### config.mk
export PLATFORM = sky130hd
export DESIGN_NAME = fieldbus_slave_state_machine_top
export DESIGN_NICKNAME = d
export VERILOG_FILES = /design/src/design/fssm_pkg.sv /design/src/design/fssm_cfg.sv /design/src/design/fssm_core.sv /design/src/design/fssm_outreg.sv /design/src/design/fieldbus_slave_state_machine_top.sv
export SDC_FILE = /design/constraint.sdc
export NUM_CORES = 1
export LEC_CHECK = 0
export CORE_AREA = 2 2 112 114
export DETAILED_ROUTE_END_ITERATION = 6
export DIE_AREA = 0 0 114 116
export DONT_BUFFER_PORTS = 1
export PLACE_DENSITY = 0.71
export SYNTH_ARGS = -nofsm -noshare
export SYNTH_HDL_FRONTEND = slang
export SYNTH_SLANG_ARGS = --single-unit
### constraint.sdc
create_clock -name clk -period 4.45 [get_ports clk]
set_input_delay 0.89 -clock clk [delete_from_list [all_inputs] [get_ports clk]]
set_output_delay 0.89 -clock clk [all_outputs]
set_load 0.005 [all_outputs]
### src/design/fssm_pkg.sv
// ----------------------------------------------------------------------------
// fssm_pkg
// Types and constants shared by the fieldbus slave state machine modules.
// ----------------------------------------------------------------------------
package fssm_pkg;

  localparam int REQ_W      = 8;
  localparam int STATE_W    = 4;
  localparam int LEN_W      = 16;
  localparam int VAL_W      = 16;
  localparam int REASON_W   = 2;
  localparam int CFG_IDX_W  = 2;
  localparam int CFG_DATA_W = 16;

  localparam logic [LEN_W-1:0] EXP_OUT_LEN_RST = LEN_W'(2);
  localparam logic [LEN_W-1:0] EXP_IN_LEN_RST  = LEN_W'(6);

  typedef enum logic [STATE_W-1:0] {
    ST_INIT   = 4'b0001,
    ST_PREOP  = 4'b0010,
    ST_SAFEOP = 4'b0100,
    ST_OP     = 4'b1000
  } state_t;

  typedef enum logic [REASON_W-1:0] {
    RSN_NONE    = 2'd0,
    RSN_OUT_CFG = 2'd1,
    RSN_IN_CFG  = 2'd2
  } reason_t;

  typedef enum logic [CFG_IDX_W-1:0] {
    REG_EXP_OUT_LEN = 2'd0,
    REG_EXP_IN_LEN  = 2'd1
  } reg_idx_t;

  typedef struct packed {
    logic [REQ_W-1:0] requested_state;
    logic             control_read_ok;
    logic             sync_read_ok;
    logic [LEN_W-1:0] output_sm_length;
    logic [LEN_W-1:0] input_sm_length;
    logic             target_read_ok;
    logic [VAL_W-1:0] target_value;
  } item_t;

  typedef struct packed {
    logic [LEN_W-1:0] exp_out_len;
    logic [LEN_W-1:0] exp_in_len;
  } cfg_t;

  typedef struct packed {
    logic [STATE_W-1:0]  status_state;
    logic                status_error;
    logic [REASON_W-1:0] refusal_reason;
    logic                apply_strobe;
    logic [VAL_W-1:0]    applied_value;
    logic                echo_valid;
    logic [VAL_W-1:0]    echo_value;
  } result_t;

endpackage

### src/design/fssm_cfg.sv
// ----------------------------------------------------------------------------
// fssm_cfg
// Configuration registers: expected sync manager lengths.
// ----------------------------------------------------------------------------
module fssm_cfg (
  input  logic                              clk,
  input  logic                              rst,
  input  logic                              wr_en,
  input  logic [fssm_pkg::CFG_IDX_W-1:0]    wr_index,
  input  logic [fssm_pkg::CFG_DATA_W-1:0]   wr_data,
  output fssm_pkg::cfg_t                    cfg
);
  import fssm_pkg::*;

  cfg_t regs;

  always_ff @(posedge clk) begin
    if (rst) begin
      regs.exp_out_len <= EXP_OUT_LEN_RST;
      regs.exp_in_len  <= EXP_IN_LEN_RST;
    end else if (wr_en) begin
      unique case (wr_index)
        REG_EXP_OUT_LEN: regs.exp_out_len <= wr_data[LEN_W-1:0];
        REG_EXP_IN_LEN:  regs.exp_in_len  <= wr_data[LEN_W-1:0];
        default: ;
      endcase
    end
  end

  assign cfg = regs;

endmodule

### src/design/fssm_core.sv
// ----------------------------------------------------------------------------
// fssm_core
// State registers and per-poll transition, apply and echo logic.
// ----------------------------------------------------------------------------
module fssm_core (
  input  logic              clk,
  input  logic              rst,
  input  logic              fire,
  input  fssm_pkg::item_t   item,
  input  fssm_pkg::cfg_t    cfg,
  output fssm_pkg::result_t res
);
  import fssm_pkg::*;

  state_t           current_state, current_state_next;
  logic             error_shown, error_shown_next;
  logic [VAL_W-1:0] last_value, last_value_next;
  logic             value_applied, value_applied_next;

  logic [STATE_W-1:0] req;
  reason_t            reason;
  logic               strobe;
  logic               echo;

  assign req = item.requested_state[STATE_W-1:0];

  always_comb begin
    current_state_next = current_state;
    error_shown_next   = error_shown;
    last_value_next    = last_value;
    value_applied_next = value_applied;
    reason             = RSN_NONE;
    strobe             = 1'b0;
    echo               = 1'b0;

    if (item.control_read_ok) begin
      if (req != current_state) begin
        unique case (req)
          ST_INIT, ST_PREOP: begin
            current_state_next = state_t'(req);
            error_shown_next   = 1'b0;
            value_applied_next = 1'b0;
          end
          ST_SAFEOP: begin
            if (item.sync_read_ok) begin
              if (item.output_sm_length != cfg.exp_out_len) begin
                reason           = RSN_OUT_CFG;
                error_shown_next = 1'b1;
              end else if (item.input_sm_length != cfg.exp_in_len) begin
                reason           = RSN_IN_CFG;
                error_shown_next = 1'b1;
              end else begin
                current_state_next = ST_SAFEOP;
                error_shown_next   = 1'b0;
                value_applied_next = 1'b0;
              end
            end
          end
          ST_OP: begin
            if (current_state == ST_SAFEOP) begin
              current_state_next = ST_OP;
              error_shown_next   = 1'b0;
            end else begin
              reason           = RSN_OUT_CFG;
              error_shown_next = 1'b1;
            end
          end
          default: ;
        endcase
      end

      if (current_state_next == ST_SAFEOP || current_state_next == ST_OP) begin
        echo = 1'b1;
        if (item.target_read_ok && current_state_next == ST_OP &&
            (!value_applied_next || item.target_value != last_value)) begin
          strobe             = 1'b1;
          last_value_next    = item.target_value;
          value_applied_next = 1'b1;
        end
      end
    end

    res.status_state   = current_state_next;
    res.status_error   = error_shown_next;
    res.refusal_reason = reason;
    res.apply_strobe   = strobe;
    res.applied_value  = strobe ? item.target_value : '0;
    res.echo_valid     = echo;
    res.echo_value     = echo ? last_value_next : '0;
  end

  always_ff @(posedge clk) begin
    if (rst) begin
      current_state <= ST_INIT;
      error_shown   <= 1'b0;
      last_value    <= '0;
      value_applied <= 1'b0;
    end else if (fire) begin
      current_state <= current_state_next;
      error_shown   <= error_shown_next;
      last_value    <= last_value_next;
      value_applied <= value_applied_next;
    end
  end

endmodule

### src/design/fssm_outreg.sv
// ----------------------------------------------------------------------------
// fssm_outreg
// Result register with valid flag, held until taken downstream.
// ----------------------------------------------------------------------------
module fssm_outreg (
  input  logic              clk,
  input  logic              rst,
  input  logic              load,
  input  fssm_pkg::result_t din,
  input  logic              out_ready,
  output logic              out_valid,
  output logic              can_load,
  output fssm_pkg::result_t dout
);
  import fssm_pkg::*;

  logic    vld;
  result_t data;

  assign can_load = !vld || out_ready;

  always_ff @(posedge clk) begin
    if (rst) begin
      vld <= 1'b0;
    end else if (can_load) begin
      vld <= load;
    end
  end

  always_ff @(posedge clk) begin
    if (load) begin
      data <= din;
    end
  end

  assign out_valid = vld;
  assign dout      = data;

endmodule

### src/design/fieldbus_slave_state_machine_top.sv
// ----------------------------------------------------------------------------
// fieldbus_slave_state_machine_top
// Application-layer state machine of a fieldbus slave, one poll per item.
//
// Channel   Handshake              Payload
// in        in_valid / in_ready    requested_state .. target_value
// out       out_valid / out_ready  status_state .. echo_value
// cfg       cfg_valid / cfg_ready  cfg_index, cfg_data
//
// One item per cycle while the output is not stalled; a result passes
// through the input register, then the result register, before it is shown.
// The state update happens as the item leaves the input register. Reset
// clears state to INIT and the lengths to 2 and 6. A stalled output holds
// both stages; cfg_ready is always high.
// ----------------------------------------------------------------------------
module fieldbus_slave_state_machine_top (
  input  logic                                clk,
  input  logic                                rst,
  input  logic                                in_valid,
  output logic                                in_ready,
  input  logic [fssm_pkg::REQ_W-1:0]          requested_state,
  input  logic                                control_read_ok,
  input  logic                                sync_read_ok,
  input  logic [fssm_pkg::LEN_W-1:0]          output_sm_length,
  input  logic [fssm_pkg::LEN_W-1:0]          input_sm_length,
  input  logic                                target_read_ok,
  input  logic [fssm_pkg::VAL_W-1:0]          target_value,
  output logic                                out_valid,
  input  logic                                out_ready,
  output logic [fssm_pkg::STATE_W-1:0]        status_state,
  output logic                                status_error,
  output logic [fssm_pkg::REASON_W-1:0]       refusal_reason,
  output logic                                apply_strobe,
  output logic [fssm_pkg::VAL_W-1:0]          applied_value,
  output logic                                echo_valid,
  output logic [fssm_pkg::VAL_W-1:0]          echo_value,
  input  logic                                cfg_valid,
  output logic                                cfg_ready,
  input  logic [fssm_pkg::CFG_IDX_W-1:0]      cfg_index,
  input  logic [fssm_pkg::CFG_DATA_W-1:0]     cfg_data
);
  import fssm_pkg::*;

  item_t   in_q;
  logic    in_vld;
  logic    can_load;
  logic    fire;
  cfg_t    cfg;
  result_t res;
  result_t res_q;

  assign cfg_ready = 1'b1;
  assign fire      = in_vld && can_load;
  assign in_ready  = !in_vld || can_load;

  always_ff @(posedge clk) begin
    if (rst) begin
      in_vld <= 1'b0;
    end else if (in_ready) begin
      in_vld <= in_valid;
    end
  end

  always_ff @(posedge clk) begin
    if (in_valid && in_ready) begin
      in_q.requested_state  <= requested_state;
      in_q.control_read_ok  <= control_read_ok;
      in_q.sync_read_ok     <= sync_read_ok;
      in_q.output_sm_length <= output_sm_length;
      in_q.input_sm_length  <= input_sm_length;
      in_q.target_read_ok   <= target_read_ok;
      in_q.target_value     <= target_value;
    end
  end

  fssm_cfg u_cfg (
    .clk      (clk),
    .rst      (rst),
    .wr_en    (cfg_valid && cfg_ready),
    .wr_index (cfg_index),
    .wr_data  (cfg_data),
    .cfg      (cfg)
  );

  fssm_core u_core (
    .clk  (clk),
    .rst  (rst),
    .fire (fire),
    .item (in_q),
    .cfg  (cfg),
    .res  (res)
  );

  fssm_outreg u_outreg (
    .clk       (clk),
    .rst       (rst),
    .load      (fire),
    .din       (res),
    .out_ready (out_ready),
    .out_valid (out_valid),
    .can_load  (can_load),
    .dout      (res_q)
  );

  assign status_state   = res_q.status_state;
  assign status_error   = res_q.status_error;
  assign refusal_reason = res_q.refusal_reason;
  assign apply_strobe   = res_q.apply_strobe;
  assign applied_value  = res_q.applied_value;
  assign echo_valid     = res_q.echo_valid;
  assign echo_value     = res_q.echo_value;

`ifndef SYNTHESIS
  a_state_onehot: assert property (@(posedge clk) disable iff (rst)
    out_valid |-> $onehot(status_state))
    else $error("status state not one-hot");

  a_refusal_sets_error: assert property (@(posedge clk) disable iff (rst)
    (out_valid && refusal_reason != RSN_NONE) |-> status_error)
    else $error("refusal without error bit");

  a_strobe_in_op: assert property (@(posedge clk) disable iff (rst)
    (out_valid && apply_strobe) |->
      (status_state == ST_OP && echo_valid && echo_value == applied_value))
    else $error("apply outside OP or echo mismatch");

  a_no_echo_in_low_states: assert property (@(posedge clk) disable iff (rst)
    (out_valid && (status_state == ST_INIT || status_state == ST_PREOP)) |->
      (!echo_valid && !apply_strobe))
    else $error("echo or apply in INIT or PREOP");
`endif

endmodule
Yosys cells after proc, flatten, opt, wreduce, memory -nomap -nowiden
Cells that the tools add are included.
Word-level totals
  memory bits (read-only): 0
  input bits: 82
  memories kept: 0
  bits in registers: 152
  logic and storage cells: 87
  output and inout port bits: 44
  bits in latches: 0
  bits in writable memories: 0
Operators by class
  bitwise logic cells: 0
  mux-type cells: 36
  reductions and logical operators: 17
  multipliers: 0
  shift-type cells: 0
  equality and inequality tests: 12
  divide/modulo/power cells: 0
  order comparisons: 0
  add/subtract/negate cells: 0
Operator list (number)
  two-way mux 16 bit: 3
  != test 16 bit: 3
  two-way mux 4 bit: 7
  two-way mux 1 bit: 19
  equality test 4 x 3 -> 1 bit (second input constant): 3
  one-hot mux 4 bit (3 select lines): 1
  equality test 4 bit (second input constant): 2
  AND reduction 2 bit: 4
  two-way mux 2 bit: 3
  equality test 4 x 1 -> 1 bit (second input constant): 1
  equality test 4 x 2 -> 1 bit (second input constant): 1
  logical AND 1 bit: 4
  logical OR 1 bit: 4
  != test 4 bit: 1
  one-hot mux 2 bit (2 select lines): 1
  zero test 1 bit: 3
  one-hot mux 1 bit (3 select lines): 1
  equality test 2 x 1 -> 1 bit (second input constant): 1
  zero test 2 bit: 1
  one-hot mux 1 bit (2 select lines): 1
  OR reduction 2 bit: 1

Depth between registers and ports, before layout
  depth in word-level cells: 13
  depth in mapped cells: 8
  mapped depth without buffers: 6

Modules after synthesis
From an unflattened synthesis, not the netlist that was laid out.
Unflattened totals
  cells, all modules: 542
  area total of the unflattened synthesis: 6822.8 um2
By module, submodules not included
  fssm_core: instances 1, sequential area each 440.4 um2, cells each 304, area an instance 2363.5 um2
  fieldbus_slave_state_machine_top: instances 1, sequential area each 1791.7 um2, cells each 67, area an instance 1845.5 um2
  fssm_cfg: instances 1, sequential area each 640.6 um2, cells each 126, area an instance 1336.3 um2
  fssm_outreg: instances 1, sequential area each 1251.2 um2, cells each 45, area an instance 1277.5 um2

Least setup slack after synthesis
Ideal clock, no wire load.
  path type: in2reg
  from: in out_ready
  to: reg u_core.last_value[10]
  data required time: 4378 ps
  setup slack: -155 ps
  buffers on the path: 1
  arrival time: 4534 ps
  stages on the path: 6
  cells stage by stage: nor2b_1 > nor2b_1 > nand2_1 > a2111oi_4 > buf_8 > mux2i_1
On the way
  cells in the longest elaborated chain, start to end: 2
RTL lines
  start: declaration: RTL line fieldbus_slave_state_machine_top.sv:29  | input logic out_ready,
  logical OR 1 bit: RTL line fssm_outreg.sv:20  | assign can_load = !vld || out_ready;
  logical AND 1 bit: RTL line fieldbus_slave_state_machine_top.sv:53  | assign fire = in_vld && can_load;
  named net fire: RTL line fieldbus_slave_state_machine_top.sv:47  | logic fire;
  end signal: assignment: RTL line fssm_core.sv:101  | last_value <= last_value_next;
  end: declaration: RTL line fssm_core.sv:17  | logic [VAL_W-1:0] last_value, last_value_next;
The timed path passes the listed nets, and every way through them passes these cells.
A chain may end at the register's enable or synchronous reset.

Worst setup path in the final report
  from: reg in_q[37] in the netlist's numbering
  to: reg u_outreg.data (netlist bit u_outreg.dout[15]) (data pin)
On the way
  cells in the longest elaborated chain, start to end: 12
RTL lines
  start: declaration: RTL line fieldbus_slave_state_machine_top.sv:44  | item_t in_q;
  != test 16 bit (*): RTL line fssm_core.sv:46  | if (item.output_sm_length != cfg.exp_out_len) begin
  two-way mux 4 bit / two-way mux 1 bit (equally long branches): RTL line fssm_core.sv:46
  two-way mux 4 bit / two-way mux 1 bit (equally long branches): RTL line fssm_core.sv:45  | if (item.sync_read_ok) begin
  one-hot mux 4 bit (3 select lines) / one-hot mux 1 bit (2 select lines) (equally long branches): RTL line fssm_core.sv:38  | unique case (req)
  two-way mux 4 bit / two-way mux 1 bit (equally long branches): RTL line fssm_core.sv:37  | if (req != current_state) begin
  two-way mux 4 bit / two-way mux 1 bit (equally long branches): RTL line fssm_core.sv:36  | if (item.control_read_ok) begin
  equality test 4 bit / zero test 1 bit (equally long branches): RTL line fssm_core.sv:72, fssm_core.sv:74, fssm_core.sv:75
  logical AND 1 bit / logical OR 1 bit (equally long branches): RTL line fssm_core.sv:74, fssm_core.sv:75
  logical AND 1 bit: RTL line fssm_core.sv:74  | if (item.target_read_ok && current_state_next == ST_OP &&
  two-way mux 16 bit: RTL line fssm_core.sv:74
  two-way mux 16 bit: RTL line fssm_core.sv:72  | if (current_state_next == ST_SAFEOP || current_state_next == ST_OP) begin
  two-way mux 16 bit: RTL line fssm_core.sv:36
  end signal: assignment: RTL line fssm_outreg.sv:32  | data <= din;
  end: declaration: RTL line fssm_outreg.sv:18  | result_t data;
Mark *: on every way between the ends. The rest lies on a longest branch, timed or not. The select of a mux whose other input is x is not followed.

==> results.cfg <==
[detailed_routing]
ant_nets = 0
drc_errors = 0
post_drt_wl_per_cell_um = 18.5
viasPerCell = 5.78
num_vias = 4078
drt_first_iter_violations = 321
routed_wl_mm = 13.1
drtPass1Iterations = 4

[worst_setup_path]
r2r-start = in_q[37]$_DFFE_PP_
worstPathCellList = xor2_1 > nor4_1 > nand4_1 > o31ai_1 > a21boi_1 > buf_4 > o21ai_0
rr_endpoint = u_outreg.dout[15]$_SDFFCE_PN0P_
start_kind = register
worstSetupEndpointType = register
cpMaxStageDelayCell = o31ai_1
cp_max_fo = 17
required_ps = 4700
worst-path-buf-inv = 1
critPathMaxStageDelay_ps = 1020
r2r_setup_slack_ps = 1320
reg2reg_depth = 7
worstPathArrival_ps = 3380
critPathKind = reg2reg
crit_family = compound AO/OA/AOI/OAI gates

[synth]
synthDistinctLibCells = 51
async_flop_share = 0
synth_area_per_cell_sq_um = 11.7
postSynthCellCount = 548
ys_seq_area_frac = 0.624
synth_edf_count = 96
synth_seq_cells = 152
synth_fp_nets = 630
ys.flop_type = edfxtp_1
ys_warn_count = 0
syn-cell-area_sq_um = 6420
netlist_top_cells_area = edfxtp_1, dfxtp_1, xor2_1
synth_top_area_frac = 0.449
yosysTopAreaCell = edfxtp_1

[timing]
fin_setup_tns_ps = 0
finalSetupViolCount = 0
finalCritPeriodShare = 0.703
final.setup_skew_ps = 8.67
rsz0062_at_grt = false
slew_viol_final = 0
fin_crit_ps = 3130
slew_headroom = 0.270
timing.fmax_ghz = 0.320
worstMarginPinSlew_ps = 1090
finalHoldViolCount = 0

[clock_network]
clockRootBuffer = clkbuf_16
cts_resized = 0
ctsHoldBuffers = 0
cts_max_level = 4
cts_setup_buffers = 0
cts_buffers = 17
clock-sinks = 152
clk_pin_slew_ps = 60
cts.path.max_buffers = 2
cts_tree = built
clock_latency_ps = 420

[min_path]
hold_path_depth = 2
hold_path_class = reg2reg
worstHoldStart = u_cfg.cfg[24]$_SDFFE_PP0P_
hold_end = u_cfg.cfg[24]$_SDFFE_PP0P_

[floorplan]
die-area_sq_um = 13200
initial_core_util = 0.539
chipHeight_um = 116
fp-row-count = 40
coreArea_sq_um = 11900
fp.dieW_um = 114
top_level_ports = 126

[place]
dp_hpwl_mm = 8.53
port_buffers = 0
gp_congestion = 0.836

[pwr]
powerDensity_nw_per_um2 = 454
p_switching_mw = 0.673
power_mw = 3.27
pwr-share-seq = 0.489
pwr-share-clk = 0.477
leakage_nw = 2.55
p_int_mw = 2.59
switching_share = 0.206
power_frac_comb = 0.034
ir_worst_vdd_uv = 303

[final_layout]
syn2layout_area_growth_pct = 12.2
drive_above_1_share = 0.100
n_antenna_cell = 0
nNetsFinal = 628

[outcome]
status = completed

[global_routing]
grt_pass1_wl_mm = 20.6
gr-total-overflow = 0
antenna_found_initial = 1
grt_pass1_vias = 3958
grt_use_total = 0.208
grt_start_max_net_pins = 73

[job]
drv_cap = 0
## worst max-delay path by stage
stage / to / cells after the start / startpoint / slack (ps)
6_report: u_outreg.dout[15]$_SDFFCE_PN0P_ / 7 / in_q[37]$_DFFE_PP_ / 1320
4_1_cts: u_outreg.dout[15]$_SDFFCE_PN0P_ / 7 / in_q[37]$_DFFE_PP_ / 1280
3_3_place_gp: u_outreg.dout[15]$_SDFFCE_PN0P_ / 7 / in_q[26]$_DFFE_PP_ / 1310
5_1_grt: u_outreg.dout[15]$_SDFFCE_PN0P_ / 7 / in_q[47]$_DFFE_PP_ / 1060
2_1_floorplan: u_core.last_value[10]$_SDFFE_PP0P_ / 6 / out_ready / 820
3_5_place_dp: u_outreg.dout[15]$_SDFFCE_PN0P_ / 7 / in_q[26]$_DFFE_PP_ / 1400
## metrics by stage
step                      instances   util  cell area [sq um]  hold slack, ps  worst slack (ps)
after floorplan                 548      -               6420             448               824
after global placement          674  0.549               6540             448              1310
after detailed placement        674  0.549               6540             453              1400
after CTS                       706  0.604               7200             461              1280
after global routing            706  0.604               7200             483              1060
final                           706  0.604               7200             463              1320
## cell usage in the layout (no fill, tap or decap), types with 3 or more instances in the layout
master and n:
o21ai_0 35, nor4_1 10, bufinv_16 4, mux2i_1 16, inv_1 18, nor2_1 11
dfxtp_1 56, nor4b_1 3, clkbuf_16 18, a21oi_1 36, a211oi_1 3, clkinvlp_4 3
edfxtp_1 96, xor2_1 33, buf_4 8, xnor2_1 20, o211ai_1 17, nand4_1 7
nand2_1 74, nand2b_1 36, and2_1 4, nand3b_1 4, clkinv_4 4, nor3_1 3
## synth_stat cells (2+ instances only)
cell        n
and2_1      5
nor2b_1     2
nor2_1     11
nor4b_1     3
a31oi_1     2
nand2b_1   36
a31o_2      2
a21oi_1    36
o21ba_2     2
nand3_1     2
dfxtp_1    56
a211o_1     2
inv_1      18
a211oi_1    3
o211ai_1   17
o31a_1      2
edfxtp_1   96
o31ai_1     2
xnor2_1    20
nor4_1     11
o21ai_0    35
mux2i_1    16
a2111oi_4   2
nor3_1      3
nand3b_1    4
xor2_1     33
nand2_1    74
nand4_1     7
clkbuf_1   24
## layer usage
layer | up-vias | GRT usage | share of wire
li1 | 1940 | - | -
met1 | 1965 | 0.237 | 0.40
met2 | 154 | 0.350 | 0.51
met3 | 19 | 0.0805 | 0.076
met4 | 0 | 0.0878 | 0.016
met5 | - | 0 | 0
## registers in the layout, summed over array words and instances (netlist names)
name                  flops
u_outreg.dout            41
u_outreg.out_valid        1
u_cfg.cfg                32
in_vld                    1
in_q                     55
u_core.error_shown        1
u_core.current_state      4
u_core.value_applied      1
u_core.last_value        16
## worst min-delay path, cell delays in order (launching register included)
cell,delay (ps)
dfxtp_1,320
nand2_1,50
a21oi_1,50
## kinds of logic after synthesis
group / after synthesis / synth area share
buffers and inverters: 48 / 0.0318
XOR/XNOR: 53 / 0.0723
AND/OR/NAND/NOR: 165 / 0.131
AO/OA/AOI/OAI: 112 / 0.113
other: 1 / 0.000584
multiplexers: 17 / 0.0267
flip-flops: 152 / 0.624
## power groups by stage
stage | Combinational [mW] | Clock, mW | Sequential (mW)
CTS | 0.113 | 1.58 | 1.60
global placement | 0.108 | 0 | 1.63
finish | 0.111 | 1.56 | 1.60
global route | 0.124 | 1.63 | 1.60
detailed placement | 0.112 | 0 | 1.63
floorplan | 0.103 | 0 | 1.61
## area by class of cell
cell class              count  area, sq um
well taps                 147          184
clock inverters            13          191
clock buffers              19          464
flip-flops and latches    152         4000
multi-input cells         348         2220
repair buffers              8         60.1
fillers                   913         4710
inverters                  19         71.3
No activity file was read; power rests on OpenSTA's default activity.
